`src/rtl/scfc_pkg.sv`:
```
`default_nettype none
package scfc_pkg;

	// Item operation codes.
	localparam logic OP_WRITE = 1'b0;
	localparam logic OP_FRAME = 1'b1;

	// Configuration register indexes.
	localparam int CFG_IDX_W = 3;
	localparam logic [CFG_IDX_W-1:0] REG_HEADER   = 3'd0;
	localparam logic [CFG_IDX_W-1:0] REG_EMPTY    = 3'd1;
	localparam logic [CFG_IDX_W-1:0] REG_NO_MOD   = 3'd2;
	localparam logic [CFG_IDX_W-1:0] REG_NEW_MOD  = 3'd3;
	localparam logic [CFG_IDX_W-1:0] REG_IDENTIFY = 3'd4;
	localparam logic [CFG_IDX_W-1:0] REG_SERVO    = 3'd5;
	localparam logic [CFG_IDX_W-1:0] REG_LAMP     = 3'd6;

	// Reset values of the configuration registers.
	localparam logic [7:0] HEADER_RST   = 8'd255;
	localparam logic [7:0] EMPTY_RST    = 8'd0;
	localparam logic [7:0] NO_MOD_RST   = 8'd254;
	localparam logic [7:0] NEW_MOD_RST  = 8'd254;
	localparam logic [7:0] IDENTIFY_RST = 8'd252;
	localparam logic [7:0] SERVO_RST    = 8'd1;
	localparam logic [7:0] LAMP_RST     = 8'd2;

	// A reply of zero means the module has left the chain.
	localparam logic [7:0] ZERO_REPLY = 8'h00;

	// Depth of the command queue between front and back.
	localparam int QDEPTH = 2;

	typedef struct packed {
		logic [7:0] header;
		logic [7:0] empty;
		logic [7:0] no_mod;
		logic [7:0] new_mod;
		logic [7:0] identify;
		logic [7:0] servo;
		logic [7:0] lamp;
	} cfg_t;

	typedef struct packed {
		logic       is_frame;
		logic [1:0] slot;
		logic [7:0] first;
		logic       wr_first;
		logic [7:0] second;
		logic       wr_second;
		logic [7:0] reply;
	} cmd_t;

	// Folded checksum: s += s >> 8; s += s << 4; keep bits 7:4, poll slot below.
	function automatic logic [7:0] fold_check(input logic [15:0] s, input logic [3:0] p);
		logic [15:0] t;
		logic [3:0]  hi;
		t  = s + {8'd0, s[15:8]};
		hi = t[7:4] + t[3:0];
		return {hi, p};
	endfunction

endpackage
`default_nettype wire

```
`src/rtl/scfc_front.sv`:
```
`default_nettype none
module scfc_front #(
	parameter int SLOTS = 4
) (
	input  wire logic          clk,
	input  wire logic          arst_n,
	input  wire logic          in_valid,
	output logic               in_ready,
	input  wire scfc_pkg::cmd_t in_cmd,
	output logic               q_valid,
	output scfc_pkg::cmd_t     q_cmd,
	input  wire logic          q_pop
);
	import scfc_pkg::*;

	localparam int CW = $clog2(QDEPTH + 1);
	localparam int PTRW = (QDEPTH > 1) ? $clog2(QDEPTH) : 1;

	cmd_t            mem_q [QDEPTH];
	logic [PTRW-1:0] wr_q;
	logic [PTRW-1:0] rd_q;
	logic [CW-1:0]   count_q;
	logic            keep;
	logic            push;
	logic            pop;

	// Writes that cannot change anything never enter the queue.
	assign keep = (in_cmd.is_frame == OP_FRAME) ||
		((32'(in_cmd.slot) < SLOTS) && (in_cmd.wr_first || in_cmd.wr_second));

	assign in_ready = (count_q != CW'(QDEPTH));
	assign push     = in_valid && in_ready && keep;
	assign q_valid  = (count_q != '0);
	assign pop      = q_pop && q_valid;
	assign q_cmd    = mem_q[rd_q];

	always_ff @(posedge clk or negedge arst_n) begin
		if (!arst_n) begin
			wr_q    <= '0;
			rd_q    <= '0;
			count_q <= '0;
		end else begin
			if (push) begin
				wr_q <= (wr_q == PTRW'(QDEPTH - 1)) ? '0 : wr_q + 1'b1;
			end
			if (pop) begin
				rd_q <= (rd_q == PTRW'(QDEPTH - 1)) ? '0 : rd_q + 1'b1;
			end
			if (push && !pop) begin
				count_q <= count_q + 1'b1;
			end else if (pop && !push) begin
				count_q <= count_q - 1'b1;
			end
		end
	end

	always_ff @(posedge clk) begin
		if (push) begin
			mem_q[wr_q] <= in_cmd;
		end
	end

endmodule
`default_nettype wire

```
`src/rtl/scfc_back.sv`:
```
`default_nettype none
module scfc_back #(
	parameter int SLOTS = 4
) (
	input  wire logic           clk,
	input  wire logic           arst_n,
	input  wire scfc_pkg::cfg_t cfg,
	input  wire logic           q_valid,
	input  wire scfc_pkg::cmd_t q_cmd,
	output logic                q_pop,
	output logic                out_valid,
	input  wire logic           out_ready,
	output logic [7:0]          line_byte,
	output logic                frame_end,
	output logic [1:0]          polled_slot,
	output logic                polled_connected,
	output logic [7:0]          polled_type,
	output logic [7:0]          polled_reading
);
	import scfc_pkg::*;

	localparam int PW    = (SLOTS > 1) ? $clog2(SLOTS) : 1;
	localparam int BW    = $clog2(SLOTS + 2);
	localparam int SUM_W = $clog2(SLOTS * 255 + 1);

	// Slot state.
	logic [7:0]    slot_byte_q [SLOTS];
	logic [7:0]    pend1_q     [SLOTS];
	logic [7:0]    pend2_q     [SLOTS];
	logic [SLOTS-1:0] conn_q;
	logic [7:0]    type_q      [SLOTS];
	logic [7:0]    read_q      [SLOTS];
	logic [PW-1:0] poll_q;

	// Frame sequencer.
	logic          busy_q;
	logic [BW-1:0] beat_q;
	logic [SUM_W-1:0] sum_q;
	logic [7:0]    snap_q [SLOTS];
	logic [PW-1:0] pol_slot_q;
	logic          pol_conn_q;
	logic [7:0]    pol_type_q;
	logic [7:0]    pol_read_q;

	// Output register.
	logic          out_valid_q;
	logic [7:0]    line_q;
	logic          end_q;
	logic [PW-1:0] oslot_q;
	logic          oconn_q;
	logic [7:0]    otype_q;
	logic [7:0]    oread_q;

	logic          start;
	logic          wr;
	logic          adv;
	logic          last_beat;
	logic [PW-1:0] wr_idx;
	logic [PW+1:0] wr_ext;
	logic [PW+1:0] oslot_ext;
	logic [7:0]    drain_v [SLOTS];
	logic [7:0]    byte_d  [SLOTS];
	logic [7:0]    byte_n  [SLOTS];
	logic          c_p;
	logic          conn_n;
	logic [7:0]    type_n;
	logic [7:0]    read_n;
	logic [7:0]    reply;
	logic [PW-1:0] poll_n;

	assign start     = q_valid && (q_cmd.is_frame == OP_FRAME) && !busy_q;
	assign wr        = q_valid && (q_cmd.is_frame == OP_WRITE);
	assign q_pop     = start || wr;
	assign adv       = busy_q && (!out_valid_q || out_ready);
	assign last_beat = (beat_q == BW'(SLOTS + 1));
	assign reply     = q_cmd.reply;
	assign wr_ext    = (PW + 2)'(q_cmd.slot);
	assign wr_idx    = wr_ext[PW-1:0];
	assign poll_n    = (poll_q == PW'(SLOTS - 1)) ? '0 : poll_q + 1'b1;

	// Every connected slot drains one pending byte, the first before the second, when a frame starts.
	always_comb begin
		for (int i = 0; i < SLOTS; i++) begin
			drain_v[i] = (pend1_q[i] != cfg.empty) ? pend1_q[i] : pend2_q[i];
			byte_d[i]  = (conn_q[i] && (drain_v[i] != cfg.empty)) ? drain_v[i]
				: slot_byte_q[i];
			byte_n[i]  = byte_d[i];
			if (PW'(i) == poll_q) begin
				if (reply == cfg.new_mod) begin
					byte_n[i] = cfg.identify;
				end
				if (reply == ZERO_REPLY) begin
					byte_n[i] = cfg.no_mod;
				end
			end
		end
	end

	// Reply handling for the polled slot.
	always_comb begin
		c_p    = conn_q[poll_q];
		conn_n = c_p;
		type_n = type_q[poll_q];
		read_n = read_q[poll_q];
		if (!c_p) begin
			if ((reply == cfg.servo) || (reply == cfg.lamp)) begin
				conn_n = 1'b1;
				type_n = reply;
			end
		end else begin
			read_n = reply;
		end
		if (reply == ZERO_REPLY) begin
			conn_n = 1'b0;
			type_n = 8'd0;
		end
	end

	always_ff @(posedge clk or negedge arst_n) begin
		if (!arst_n) begin
			for (int i = 0; i < SLOTS; i++) begin
				slot_byte_q[i] <= NO_MOD_RST;
				pend1_q[i]     <= EMPTY_RST;
				pend2_q[i]     <= EMPTY_RST;
				type_q[i]      <= 8'd0;
				read_q[i]      <= 8'd0;
			end
			conn_q      <= '0;
			poll_q      <= '0;
			busy_q      <= 1'b0;
			beat_q      <= '0;
			out_valid_q <= 1'b0;
		end else begin
			if (wr) begin
				if (q_cmd.wr_first) begin
					pend1_q[wr_idx] <= q_cmd.first;
				end
				if (q_cmd.wr_second) begin
					pend2_q[wr_idx] <= q_cmd.second;
				end
			end
			if (start) begin
				for (int i = 0; i < SLOTS; i++) begin
					if (conn_q[i]) begin
						if (pend1_q[i] != cfg.empty) begin
							pend1_q[i] <= cfg.empty;
						end else begin
							pend2_q[i] <= cfg.empty;
						end
					end
					slot_byte_q[i] <= byte_n[i];
				end
				conn_q[poll_q] <= conn_n;
				type_q[poll_q] <= type_n;
				read_q[poll_q] <= read_n;
				poll_q         <= poll_n;
				busy_q         <= 1'b1;
				beat_q         <= '0;
			end
			if (adv) begin
				beat_q <= beat_q + 1'b1;
				if (last_beat) begin
					busy_q <= 1'b0;
				end
			end
			if (adv) begin
				out_valid_q <= 1'b1;
			end else if (out_ready) begin
				out_valid_q <= 1'b0;
			end
		end
	end

	// Frame snapshot, checksum accumulator and output payload.
	always_ff @(posedge clk) begin
		if (start) begin
			for (int i = 0; i < SLOTS; i++) begin
				snap_q[i] <= byte_d[i];
			end
			sum_q      <= '0;
			pol_slot_q <= poll_q;
			pol_conn_q <= conn_n;
			pol_type_q <= type_n;
			pol_read_q <= read_n;
		end
		if (adv) begin
			end_q   <= last_beat;
			oslot_q <= pol_slot_q;
			oconn_q <= pol_conn_q;
			otype_q <= pol_type_q;
			oread_q <= pol_read_q;
			if (beat_q == '0) begin
				line_q <= cfg.header;
			end else if (last_beat) begin
				line_q <= fold_check(16'(sum_q), 4'(pol_slot_q));
			end else begin
				line_q <= snap_q[0];
				sum_q  <= sum_q + SUM_W'(snap_q[0]);
				for (int i = 0; i < SLOTS - 1; i++) begin
					snap_q[i] <= snap_q[i + 1];
				end
			end
		end
	end

	assign oslot_ext        = (PW + 2)'(oslot_q);
	assign out_valid        = out_valid_q;
	assign line_byte        = line_q;
	assign frame_end        = end_q;
	assign polled_slot      = oslot_ext[1:0];
	assign polled_connected = oconn_q;
	assign polled_type      = otype_q;
	assign polled_reading   = oread_q;

	// The sequencer goes idle right after the checksum beat is loaded.
	a_idle_after_check: assert property (@(posedge clk) disable iff (!arst_n)
		(adv && last_beat) |=> !busy_q)
		else $error("sequencer still busy after checksum beat");

	// A frame start always leads to the header beat first.
	a_start_header: assert property (@(posedge clk) disable iff (!arst_n)
		start |=> (busy_q && (beat_q == '0)))
		else $error("frame did not begin with header beat");

	// A new frame never starts while one is still being sent.
	a_no_overlap: assert property (@(posedge clk) disable iff (!arst_n)
		(busy_q && !(adv && last_beat)) |=> !$past(start) || $past(busy_q) == 1'b0)
		else $error("frame started during another frame");

	// The poll pointer stays inside the slot range.
	a_poll_range: assert property (@(posedge clk) disable iff (!arst_n)
		32'(poll_q) < SLOTS)
		else $error("poll pointer out of range");

endmodule
`default_nettype wire

```
`src/rtl/smart_module_chain_frame_controller.sv`:
```
`default_nettype none
// Master side of a daisy-chained module bus, handled one byte per beat.
// Input channel (in_valid/in_ready): each beat is either a write item, which
// queues up to two pending bytes for one slot, or a frame item, which carries
// the reply byte of the slot polled by that frame.
// Output channel (out_valid/out_ready): a frame item gives SLOTS + 2 beats,
// the header byte, one byte per slot and the folded checksum, which is marked
// by frame_end. Write items give no output beats.
// Accepted items pass a short command queue; the back end takes a write on
// reaching the queue head and starts a frame by draining the slots and taking
// the reply, then sends one output beat per cycle while the receiver keeps up;
// at the default of four slots a frame gives six beats. With the queue and the
// back end idle, a frame item passes the queue, the sequencer and the output
// register before its header beat is offered. Writes that follow a frame are
// carried out while its beats still go out; the next frame waits for the
// previous checksum beat. A receiver stall holds the output register and the
// sequencer; the queue keeps taking items until it is full, then in_ready
// falls. Reset clears the queue, the sequencer, the slot state and the poll
// pointer and restores every configuration register to its documented default.
// Configuration is written through cfg_write/cfg_index/cfg_data, one register
// per cycle; an unknown index is ignored. The user must write it only while
// the block is idle; the block leaves this check to the user.
module smart_module_chain_frame_controller #(
	parameter int SLOTS = 4
) (
	input  wire logic       clk,
	input  wire logic       arst_n,
	input  wire logic       cfg_write,
	input  wire logic [scfc_pkg::CFG_IDX_W-1:0] cfg_index,
	input  wire logic [7:0] cfg_data,
	input  wire logic       in_valid,
	output logic            in_ready,
	input  wire logic       operation,
	input  wire logic [1:0] slot_index,
	input  wire logic [7:0] first_byte,
	input  wire logic       write_first,
	input  wire logic [7:0] second_byte,
	input  wire logic       write_second,
	input  wire logic [7:0] reply_byte,
	output logic            out_valid,
	input  wire logic       out_ready,
	output logic [7:0]      line_byte,
	output logic            frame_end,
	output logic [1:0]      polled_slot,
	output logic            polled_connected,
	output logic [7:0]      polled_type,
	output logic [7:0]      polled_reading
);
	import scfc_pkg::*;

	cfg_t cfg_q;
	cmd_t in_cmd;
	cmd_t q_cmd;
	logic q_valid;
	logic q_pop;

	// Configuration registers.
	always_ff @(posedge clk or negedge arst_n) begin
		if (!arst_n) begin
			cfg_q.header   <= HEADER_RST;
			cfg_q.empty    <= EMPTY_RST;
			cfg_q.no_mod   <= NO_MOD_RST;
			cfg_q.new_mod  <= NEW_MOD_RST;
			cfg_q.identify <= IDENTIFY_RST;
			cfg_q.servo    <= SERVO_RST;
			cfg_q.lamp     <= LAMP_RST;
		end else if (cfg_write) begin
			unique case (cfg_index)
				REG_HEADER:   cfg_q.header   <= cfg_data;
				REG_EMPTY:    cfg_q.empty    <= cfg_data;
				REG_NO_MOD:   cfg_q.no_mod   <= cfg_data;
				REG_NEW_MOD:  cfg_q.new_mod  <= cfg_data;
				REG_IDENTIFY: cfg_q.identify <= cfg_data;
				REG_SERVO:    cfg_q.servo    <= cfg_data;
				REG_LAMP:     cfg_q.lamp     <= cfg_data;
				default: begin
				end
			endcase
		end
	end

	// The input beat as one command word.
	assign in_cmd.is_frame  = operation;
	assign in_cmd.slot      = slot_index;
	assign in_cmd.first     = first_byte;
	assign in_cmd.wr_first  = write_first;
	assign in_cmd.second    = second_byte;
	assign in_cmd.wr_second = write_second;
	assign in_cmd.reply     = reply_byte;

	scfc_front #(
		.SLOTS (SLOTS)
	) u_front (
		.clk      (clk),
		.arst_n   (arst_n),
		.in_valid (in_valid),
		.in_ready (in_ready),
		.in_cmd   (in_cmd),
		.q_valid  (q_valid),
		.q_cmd    (q_cmd),
		.q_pop    (q_pop)
	);

	scfc_back #(
		.SLOTS (SLOTS)
	) u_back (
		.clk              (clk),
		.arst_n           (arst_n),
		.cfg              (cfg_q),
		.q_valid          (q_valid),
		.q_cmd            (q_cmd),
		.q_pop            (q_pop),
		.out_valid        (out_valid),
		.out_ready        (out_ready),
		.line_byte        (line_byte),
		.frame_end        (frame_end),
		.polled_slot      (polled_slot),
		.polled_connected (polled_connected),
		.polled_type      (polled_type),
		.polled_reading   (polled_reading)
	);

endmodule
`default_nettype wire
```
`config.mk`:
```
export PLATFORM = sky130hd
export DESIGN_NAME = smart_module_chain_frame_controller
export DESIGN_NICKNAME = d
export VERILOG_FILES = /design/src/rtl/scfc_pkg.sv /design/src/rtl/scfc_front.sv /design/src/rtl/scfc_back.sv /design/src/rtl/smart_module_chain_frame_controller.sv
export SDC_FILE = /design/constraint.sdc
export NUM_CORES = 1
export LEC_CHECK = 0
export CORE_UTILIZATION = 60
export DETAILED_ROUTE_END_ITERATION = 7
export DONT_BUFFER_PORTS = 1
export PLACE_DENSITY = 0.74
export RECOVER_POWER = 25
export SLEW_MARGIN = 40
export SYNTH_ARGS = -nofsm -noshare
export SYNTH_HDL_FRONTEND = slang
export SYNTH_SLANG_ARGS = --single-unit
```
`constraint.sdc`:
```
create_clock -name clk -period 6.5 [get_ports clk]
set_input_delay 0.65 -clock clk [delete_from_list [all_inputs] [get_ports clk]]
set_output_delay 0.65 -clock clk [all_outputs]
set_load 0.005 [all_outputs]
```
==> results of run 1 <==
-- kinds of logic after synthesis --
group,count (synthesis),synth area share
adders and majority gates,24,0.0168
AOI/OAI and AO/OA,396,0.130
muxes,236,0.142
DFF,378,0.531
and+or+nand+nor,457,0.109
buffers and inverters,138,0.0302
xor gates and xnor gates,92,0.0421
-- worst max path at each step --
stage / slack (ns) / start / endpoint / depth (start not counted)
final: 2.65 / cfg_q[42] / u_back.slot_byte_q[14] / 8
after global routing: 2.40 / cfg_q[42] / u_back.slot_byte_q[14] / 8
after CTS: 2.69 / cfg_q[42] / u_back.slot_byte_q[14] / 8
after detailed placement: 2.70 / cfg_q[42] / u_back.slot_byte_q[14] / 8
after global placement: 2.47 / cfg_q[42] / u_back.slot_byte_q[14] / 8
after floorplan: 3.67 / u_front.rd_q / u_back.slot_byte_q[2] / 11
-- layer usage --
layer  share of wire  vias to the layer above  wire length [microns]  GRT usage
met4           0.034                        0                   1670      0.105
li1                -                     6182                      -          -
met3           0.070                       97                   3400     0.0433
met1            0.42                     6775                  20700      0.431
met5               0                        -                      0          0
met2            0.47                      524                  23000      0.483
-- layout by cell type, fill, tap and decap left out, types with 6 or more instances in the layout --
cell	instances
mux2i_1	102
a31oi_1	13
xor2_1	29
o31ai_1	34
dfxtp_1	10
and3_1	9
a21o_1	12
clkinv_2	7
nor4_1	11
a22oi_1	9
xnor2_1	63
a21oi_1	40
clkbuf_16	42
a211oi_1	12
o211ai_1	11
nor2b_1	9
ha_1	21
buf_4	26
nand4_1	9
mux2_2	117
nor2_2	11
dfstp_2	58
clkbuf_1	15
edfxtp_1	137
nor2_1	73
nor3_1	13
and2_1	16
nand2b_1	16
o21a_1	9
dfrtp_1	172
nand3_1	15
nor3b_1	7
mux4_2	17
nand2_1	240
o2bb2ai_1	6
inv_1	32
o21ai_0	192
-- flip-flops by register name, summed over array words and instances (netlist names), 10 cells and up --
name,count
u_back.sum_q,10
cfg_q,56
u_back.pend1_q,32
u_back.snap_q,32
u_back.slot_byte_q,32
u_back.read_q,32
u_back.pend2_q,32
u_front.mem_q,58
u_back.type_q,32
-- per-stage QoR --
stage	power (mW)	hold slack, ns	worst slack (ns)
global route	9.87	0.178	2.40
global placement	6.84	0.367	2.47
CTS	9.37	0.180	2.69
detailed placement	6.96	0.366	2.70
finish	9.38	0.197	2.65
floorplan	6.01	0.354	3.67
-- worst max-delay path, cell delays in order, from the launching register on --
cell and delay [ns]:
dfrtp_1 0.87, xnor2_1 0.21, nand4_1 0.20, nor4_4 0.72, mux2i_1 0.23, o22a_1 0.28, a21oi_4 0.63, nor3b_1 0.09
or4_1 0.53
-- synth_stat cells, types with 17 or more instances --
| library cell | number |
|---|---|
| o31ai_1 | 34 |
| inv_1 | 34 |
| dfrtp_1 | 173 |
| edfxtp_1 | 137 |
| buf_2 | 18 |
| o21ai_0 | 192 |
| nor2_1 | 84 |
| mux2i_1 | 102 |
| nand2_1 | 241 |
| a21oi_1 | 41 |
| clkbuf_1 | 74 |
| dfstp_2 | 58 |
| mux2_2 | 117 |
| ha_1 | 21 |
| xor2_1 | 29 |
| xnor2_1 | 63 |
| mux4_2 | 17 |
-- power breakdown --
part	switching [mW]	total (mW)	internal, mW	leakage [nW]
combinational	1.82	3.07	1.25	3.25
sequential	0.652	3.95	3.29	4.17
clock	0.949	2.37	1.42	0.677
-- layout make-up --
| class | count | area [sq um] | share of cell area |
|---|---|---|---|
| repair buffers | 31 | 268 | 0.0128 |
| multi-input cells | 1205 | 8510 | 0.406 |
| clock inverters | 16 | 208 | 0.00991 |
| flip-flops and latches | 378 | 10200 | 0.485 |
| inverters | 35 | 134 | 0.00639 |
| clock buffers | 60 | 1170 | 0.0558 |
| well taps | 402 | 503 | 0.0240 |
==> key figures, run 1 <==
Routing
  – First drt pass iteration count: 6
  – DRT antenna net count: 0
  – WL final: around 50 mm
  – Via count: around 14k
  – Initial DRC count: between 1k and 1.5k
  – Via-per-instance ratio: 6.38
  – Routed length per placed instance: 22.9 microns
  – DRC: 0

Setup path
  – CP Data Arrival Time: roughly 4.3 ns
  – R2r endpoint: u_back.slot_byte_q[14]
  – Worst-path maximum fanout: 22
  – Worst reg2reg path depth: 8
  – Reg2reg start: cfg_q[42]
  – CP Class: flip-flop to flip-flop
  – CP required: 6.95 ns
  – Crit. End Element: flip-flop
  – Reg2reg setup slack: 2.65 ns
  – Worst setup SP type: flip-flop

STA
  – Setup violators final: 0
  – Setup TNS Final: 0 ns
  – Worst Tran Pin Value: 3.24 ns
  – Final Slew Violations: 53
  – Min Tclk post-route: just under 4 ns
  – Final hold viol count: 0
  – Tcrit/Tclk final: 0.592
  – Skew final: 0.0182 ns
  – RSZ-0062 raised after global routing: false
  – Fmax: 0.260 GHz
  – Rel. slew slack: -1.16

Synthesis
  – Cell taking the most area after synthesis: dfrtp_1
  – Library cells used by synthesis: 75
  – Yosys top cell area share: 0.226
  – Synth Cell Area: about 0.019 sq mm
  – Synth warn: 0
  – Asr flop ratio synth: 0.611
  – Synthesized Nets: 1790
  – Mean Syn Cell Area: 11.1 sq um
  – Flops & latches, synth: 378
  – Post-synthesis cell count: 1721
  – Top cells by area, synth: dfrtp_1, edfxtp_1, dfstp_2
  – Number of synthesized flops with an enable pin: 137
  – Sequential area share after synthesis: 0.531
  – Commonest register cell after synthesis: dfrtp_1

Floorplan
  – Number of core rows: 65
  – Core Footprint: 0.0315 sq mm
  – Die width: around 180 microns
  – Die height: roughly 180 microns
  – Die area: ~0.033 sq mm
  – IO Count: 75
  – Starting Density: 0.609

Placed design
  – Post-detail-place hpwl: around 33 mm
  – Port Buffers: 0
  – Inst Count DP: 2046
  – Cell Area, Placed: around 0.02 sq mm
  – GPL Wtd Cong: 0.975

Clock network
  – Post-CTS Hold Fix Bufs: 2
  – CTS buffer count: 41
  – Clk Latency, worst-skew pair: 0.55 ns
  – Sink Count: 378
  – CTS root buffer: clkbuf_16
  – Number of setup buffers added after CTS: 0
  – CTS resizes: 0
  – Htree depth: 2
  – CTS clk-pin slew, worst paths: 0.06 ns
  – CTS max path bufs: 3
  – CTS tree: built

Job
  – MaxCap Viol Count: 1

Finish
  – Non-filler cells, final: 2127
  – # diodes: 0
  – Layout Nets: 1761
  – Post-route cell area: 0.0210 sq mm
  – Layout cells sized above 1: 0.186
  – Filler instances: around 2.3k
  – Area growth from synthesis to layout: 9.37%
  – Final Util: 0.666

Global route
  – Initial antenna violation count: 0
  – Overflow left after global routing: 0
  – Global-route wire length before repair: 76.3 mm
  – Gr usage total: 0.304
  – Vias in the first global route: around 13k
  – Largest net degree at the start of global routing: 180

Status
  – Failing checks: max-capacitance violations, max-slew violations
  – Run status: finished, violations left

Power and ir drop
  – Static Leak: between 8 and 9 nW
  – Pwr Density: 448 mW/mm^2
  – Worst VDD drop: 0.432 mV

Hold path
  – HP Class: primary input to flip-flop
  – Min-delay src: slot_index[0]
  – Worst hold path endpoint: u_front.mem_q[0][26]
  – Worst hold stages: 0
Note: power is estimated with default switching activity, not from simulation.
==> inputs of run 2 (changes only) <==
--- a/config.mk
+++ b/config.mk
@@ -5,7 +5,7 @@
 export SDC_FILE = /design/constraint.sdc
 export NUM_CORES = 1
 export LEC_CHECK = 0
-export CORE_UTILIZATION = 60
+export CORE_UTILIZATION = 58
 export DETAILED_ROUTE_END_ITERATION = 7
 export DONT_BUFFER_PORTS = 1
 export PLACE_DENSITY = 0.74
==> constraint.sdc (replaced) <==
create_clock -name clk -period 3.3 [get_ports clk]
set_input_delay 0.33 -clock clk [delete_from_list [all_inputs] [get_ports clk]]
set_output_delay 0.33 -clock clk [all_outputs]
set_load 0.005 [all_outputs]
==> key figures, run 2 (synthesis results as in run 1) <==
Routing
  – WL final: approximately 53 mm
  – DRT antenna net count: 0
  – Initial DRC count: 1409
  – Routed length per placed instance: 23.7 microns
  – DRC: 0
  – Via-per-instance ratio: 6.29
  – First drt pass iteration count: 7
  – Via count: 14.2k

Setup path
  – CP Class: flip-flop to flip-flop
  – Crit. End Element: flip-flop
  – Critical Path Start: cfg_q[41]
  – CP Data Arrival Time: 3.56 ns
  – CP required: roughly 3.8 ns
  – Reg2reg start: cfg_q[41]
  – Worst setup SP type: flip-flop
  – Worst-path maximum fanout: 10

STA
  – Tcrit/Tclk final: 0.939
  – Rel. slew slack: 0.457
  – Skew final: 0.0307 ns
  – Min Tclk post-route: 3.10 ns
  – Final Slew Violations: 0
  – Worst Tran Pin Value: 0.791 ns
  – Final worst slack: 0.202 ns
  – Setup violators final: 0
  – Final hold viol count: approximately 230
  – RSZ-0062 raised after global routing: false
  – Fmax: 0.323 GHz
  – Final worst hold slack: -0.513 ns
  – Setup TNS Final: 0 ns

Finish
  – Layout Nets: 1844
  – Area growth from synthesis to layout: 13.5%
  – Most frequent cells in the layout: nand2_1, o21ai_0, dfrtp_1
  – # diodes: 0
  – Largest Register: u_front.mem_q
  – Filler instances: between 2k and 2.5k
  – Biggest regs: u_front.mem_q x58, cfg_q x56
  – Layout cells sized above 1: 0.201
  – Max reg flops: 58
  – Leading cell type in the layout, fill and taps excluded: nand2_1

Global route
  – Initial antenna violation count: 4
  – Largest net degree at the start of global routing: approximately 230
  – Global-route wire length before repair: 82.4 mm
  – Gr usage total: 0.326
  – Overflow left after global routing: 0
  – Vias in the first global route: 13.8k

Power and ir drop
  – Worst VDD drop: 0.855 mV
  – Pwr Density: approximately 870 mW/mm^2
  – Tot Pwr: 18.9 mW
  – Static Leak: between 8 and 9 nW

Clock network
  – CTS tree: built
  – Sink Count: around 380
  – Htree depth: 2
  – CTS buffer count: 40
  – CTS clk-pin slew, worst paths: ~0.060 ns
  – CTS root buffer: clkbuf_16
  – Clk Latency, worst-skew pair: 0.56 ns
  – Post-CTS Hold Fix Bufs: 37
  – CTS max path bufs: 3

Placed design
  – GPL Wtd Cong: 0.949
  – Port Buffers: 0
  – Post-detail-place hpwl: 35.6 mm
  – Pre-CTS setup slack: 0.251 ns

Job
  – MaxCap Viol Count: 0

Status
  – Run status: finished, violations left
  – Failing checks: negative hold slack

Floorplan
  – IO Count: 75
  – Die area: 0.0338 sq mm
  – Die height: 184 microns
  – Starting Density: 0.589
  – Die width: 184 microns
  – Core Footprint: approximately 0.033 sq mm
  – Number of core rows: 66

Hold path
  – HP Class: primary input to async pin
==> run 2: cell types whose count changed in the layout (fill, tap and decap cells not counted), moves of 3 or more <==
cell	change
nor2_2	-8
dlygate4sd3_1	+36
clkinvlp_4	+3
nor2_1	+8
buf_4	+47
buf_12	+5
clkbuf_1	-5
==> run 2: timing repair <==
item,CTS,global route
setup endpoints to repair,0,4
resized for setup,0,2
endpoints found under the hold margin,345,231
setup buffers,0,0
==> run 2: worst paths after layout <==
check | end | slack (ns) | cells past startpoint
min in group clk | u_front.wr_q | 0.08 | 2
max in group asynchronous | u_back.read_q[7] | 3.32 | 0
worst max-delay path | u_back.slot_byte_q[30] | 0.20 | 10
worst min register to register | u_back.polled_reading[2] | 0.42 | 0
worst min-delay path | u_back.pend1_q[4] | -0.51 | 0
worst max register to register | u_back.slot_byte_q[30] | 0.20 | 10
==> run 2: through the flow <==
step	hold WS, ns	utilization	instances	instance area, sq um
2_1_floorplan	0.0344	-	1721	19200
3_3_place_gp	0.0550	0.613	2138	19900
3_5_place_dp	0.0538	0.613	2138	19900
4_1_cts	-0.539	0.668	2249	21700
5_1_grt	-0.530	0.669	2249	21800
6_report	-0.513	0.669	2249	21800
==> run 2: per-layer routing <==
layer / wire length [microns] / up-vias / track usage
li1: - / 6344 / -
met1: 22900 / 7078 / 0.457
met2: 24700 / 620 / 0.513
met3: 4020 / 107 / 0.0586
met4: 1690 / 6 / 0.108
met5: 41 / - / 0
==> run 2: critical path, cell delays in order, from the launching register on <==
cell	delay (ns)
dfrtp_1	0.53
buf_4	0.23
xor2_1	0.17
nor4_2	0.38
nor4b_1	0.28
o211ai_1	0.18
o21ai_1	0.24
buf_4	0.20
mux2i_1	0.39
o31a_1	0.28
o221ai_1	0.13
==> run 2: power breakdown <==
group / internal, mW / total [mW] / switching, mW / leakage (nW)
Combinational: 2.63 / 6.39 / 3.76 / 3.65
Sequential: 6.49 / 7.71 / 1.22 / 4.17
Clock: 2.95 / 4.85 / 1.90 / 0.688
==> run 2: layout make-up <==
type,count,area (sq um),area share
Inverter,35,131,0.00604
Multi-Input combinational cell,1205,8460,0.389
Clock buffer,57,1170,0.0537
Clock inverter,17,253,0.0116
Sequential cell,378,10200,0.467
Timing Repair Buffer,115,1020,0.0468
Tap cell,442,553,0.0254
==> inputs of run 3 (changes only) <==
--- a/config.mk
+++ b/config.mk
@@ -5,10 +5,10 @@
 export SDC_FILE = /design/constraint.sdc
 export NUM_CORES = 1
 export LEC_CHECK = 0
-export CORE_UTILIZATION = 58
+export CORE_UTILIZATION = 26
 export DETAILED_ROUTE_END_ITERATION = 7
 export DONT_BUFFER_PORTS = 1
-export PLACE_DENSITY = 0.74
+export PLACE_DENSITY = 0.39
 export RECOVER_POWER = 25
 export SLEW_MARGIN = 40
 export SYNTH_ARGS = -nofsm -noshare
==> key figures, run 3 (synthesis results as in run 1) <==
Status
  – Run status: finished, violations left
  – Failing checks: negative hold slack

Global route
  – Vias in the first global route: 13.7k
  – Overflow left after global routing: 0
  – Global-route wire length before repair: just over 90 mm
  – Largest net degree at the start of global routing: 232
  – Gr usage total: 0.166
  – Initial antenna violation count: 2

Finish
  – Filler instances: 7352
  – Biggest regs: u_front.mem_q x58, cfg_q x56
  – Layout cells sized above 1: 0.216
  – Most frequent cells in the layout: nand2_1, o21ai_0, dfrtp_1
  – Largest Register: u_front.mem_q
  – Leading cell type in the layout, fill and taps excluded: nand2_1
  – Area growth from synthesis to layout: 19.2%
  – Max reg flops: 58
  – Layout Nets: 1881
  – Post-route cell area: roughly 0.023 sq mm

Clock network
  – CTS clk-pin slew, worst paths: 0.06 ns
  – Sink Count: roughly 380
  – CTS tree: built
  – Htree depth: 2
  – Number of setup buffers added after CTS: 0
  – CTS buffer count: 46
  – CTS resizes: 0
  – Post-CTS Hold Fix Bufs: 37
  – CTS max path bufs: 3
  – Clk Latency, worst-skew pair: 0.59 ns
  – CTS root buffer: clkbuf_16

STA
  – Skew final: roughly 0.022 ns
  – Setup violators final: 0
  – Fmax: 0.323 GHz
  – Rel. slew slack: 0.376
  – Final Slew Violations: 0
  – Final hold viol count: approximately 220
  – Setup TNS Final: 0 ns
  – Tcrit/Tclk final: 0.937
  – Min Tclk post-route: 3.09 ns
  – RSZ-0062 raised after global routing: false
  – Final worst hold slack: -0.510 ns
  – Worst Tran Pin Value: just over 0.9 ns

Placed design
  – GPL Wtd Cong: about 0.86
  – Post-detail-place hpwl: between 40 and 50 mm
  – Cell Area, Placed: 0.0208 sq mm
  – Port Buffers: 0

Routing
  – Routed length per placed instance: 21.9 microns
  – Via-per-instance ratio: 4.80
  – First drt pass iteration count: 5
  – Initial DRC count: approximately 870
  – DRT antenna net count: 0
  – DRC: 0
  – WL final: 61.5 mm
  – Via count: 13.5k

Setup path
  – Delay-heaviest family, CP: compound AO/OA/AOI/OAI gates
  – Worst reg2reg path depth: 9
  – Worst setup SP type: flip-flop
  – Count of buffer and inverter cells on the critical path: 2
  – Crit. End Element: flip-flop
  – R2r endpoint: u_back.snap_q[1][6]
  – CP Data Arrival Time: around 3.4 ns
  – Reg2reg start: cfg_q[43]
  – Max incr delay on CP: 0.65 ns
  – CP max stage cell: dfrtp_1
  – CP Class: flip-flop to flip-flop
  – Worst-path maximum fanout: 11
  – CP required: 3.64 ns
  – Crit-path cells: buf_4 > xnor2_1 > nand3_1 > o31ai_4 > a21oi_1 > o41ai_4 > buf_4 > mux2_2 > mux2_2
  – Reg2reg setup slack: 0.21 ns

Floorplan
  – Core Footprint: 0.0730 sq mm
  – Starting Density: 0.263
  – Die width: 273 microns
  – IO Count: 75
  – Die height: roughly 270 microns
  – Die area: 0.0748 sq mm
  – Number of core rows: 99

Hold path
  – HP Class: primary input to async pin

Power and ir drop
  – Worst VDD drop: 0.429 mV
  – Static Leak: 8.76 nW
  – Pwr Density: 859 mW/mm^2

Job
  – MaxCap Viol Count: 0
run 3: cell types whose count changed in the layout (fill, tap and decap cells not counted), sizes merged:
cell and delta:
diode +1, bufinv -1, clkinv +5, buf +31, clkinvlp -2, inv +3
clkbuf +7
run 3: per-stage QoR:
step,total power [mW],std cells,setup WS [ns],util
global route,20.9,2809,0.0261,0.313
detailed placement,14.4,2686,0.191,0.286
global placement,14.3,2686,0.234,0.286
finish,19.6,2810,0.208,0.313
CTS,19.9,2809,0.198,0.313
floorplan,11.8,1721,0.474,-
run 3: worst max path at each step:
stage                             from                endpoint  depth (start not counted)
final                        cfg_q[43]     u_back.snap_q[1][6]                          9
after global routing         cfg_q[41]  u_back.slot_byte_q[24]                          9
after CTS                    cfg_q[43]     u_back.snap_q[1][6]                          9
after detailed placement     cfg_q[43]     u_back.snap_q[1][6]                          9
after global placement       cfg_q[44]  u_back.slot_byte_q[24]                         11
after floorplan           u_front.rd_q   u_back.slot_byte_q[2]                         11
run 3: final cells by class:
| class | instances | area, sq um | share of cell area |
|---|---|---|---|
| clock buffers | 64 | 1350 | 0.0593 |
| repair buffers | 146 | 1260 | 0.0553 |
| clock inverters | 22 | 256 | 0.0112 |
| flip-flops and latches | 378 | 10200 | 0.445 |
| well taps | 959 | 1200 | 0.0526 |
| inverters | 35 | 131 | 0.00575 |
| diodes | 1 | 2.50 | 0.000110 |
| multi-input cells | 1205 | 8460 | 0.370 |
run 3: report_power, final:
part	leakage, nW	internal (mW)	switching [mW]	total (mW)
clock	0.789	3.27	2.12	5.39
sequential	4.17	6.49	1.20	7.69
combinational	3.81	2.71	3.83	6.54
run 3: layer usage:
metal	global-route usage	part of all wire	wire length [microns]
met1	0.231	0.48	29300
met2	0.271	0.47	28900
met3	0.0268	0.036	2240
met4	0.0373	0.018	1100
met5	0	0.00028	17
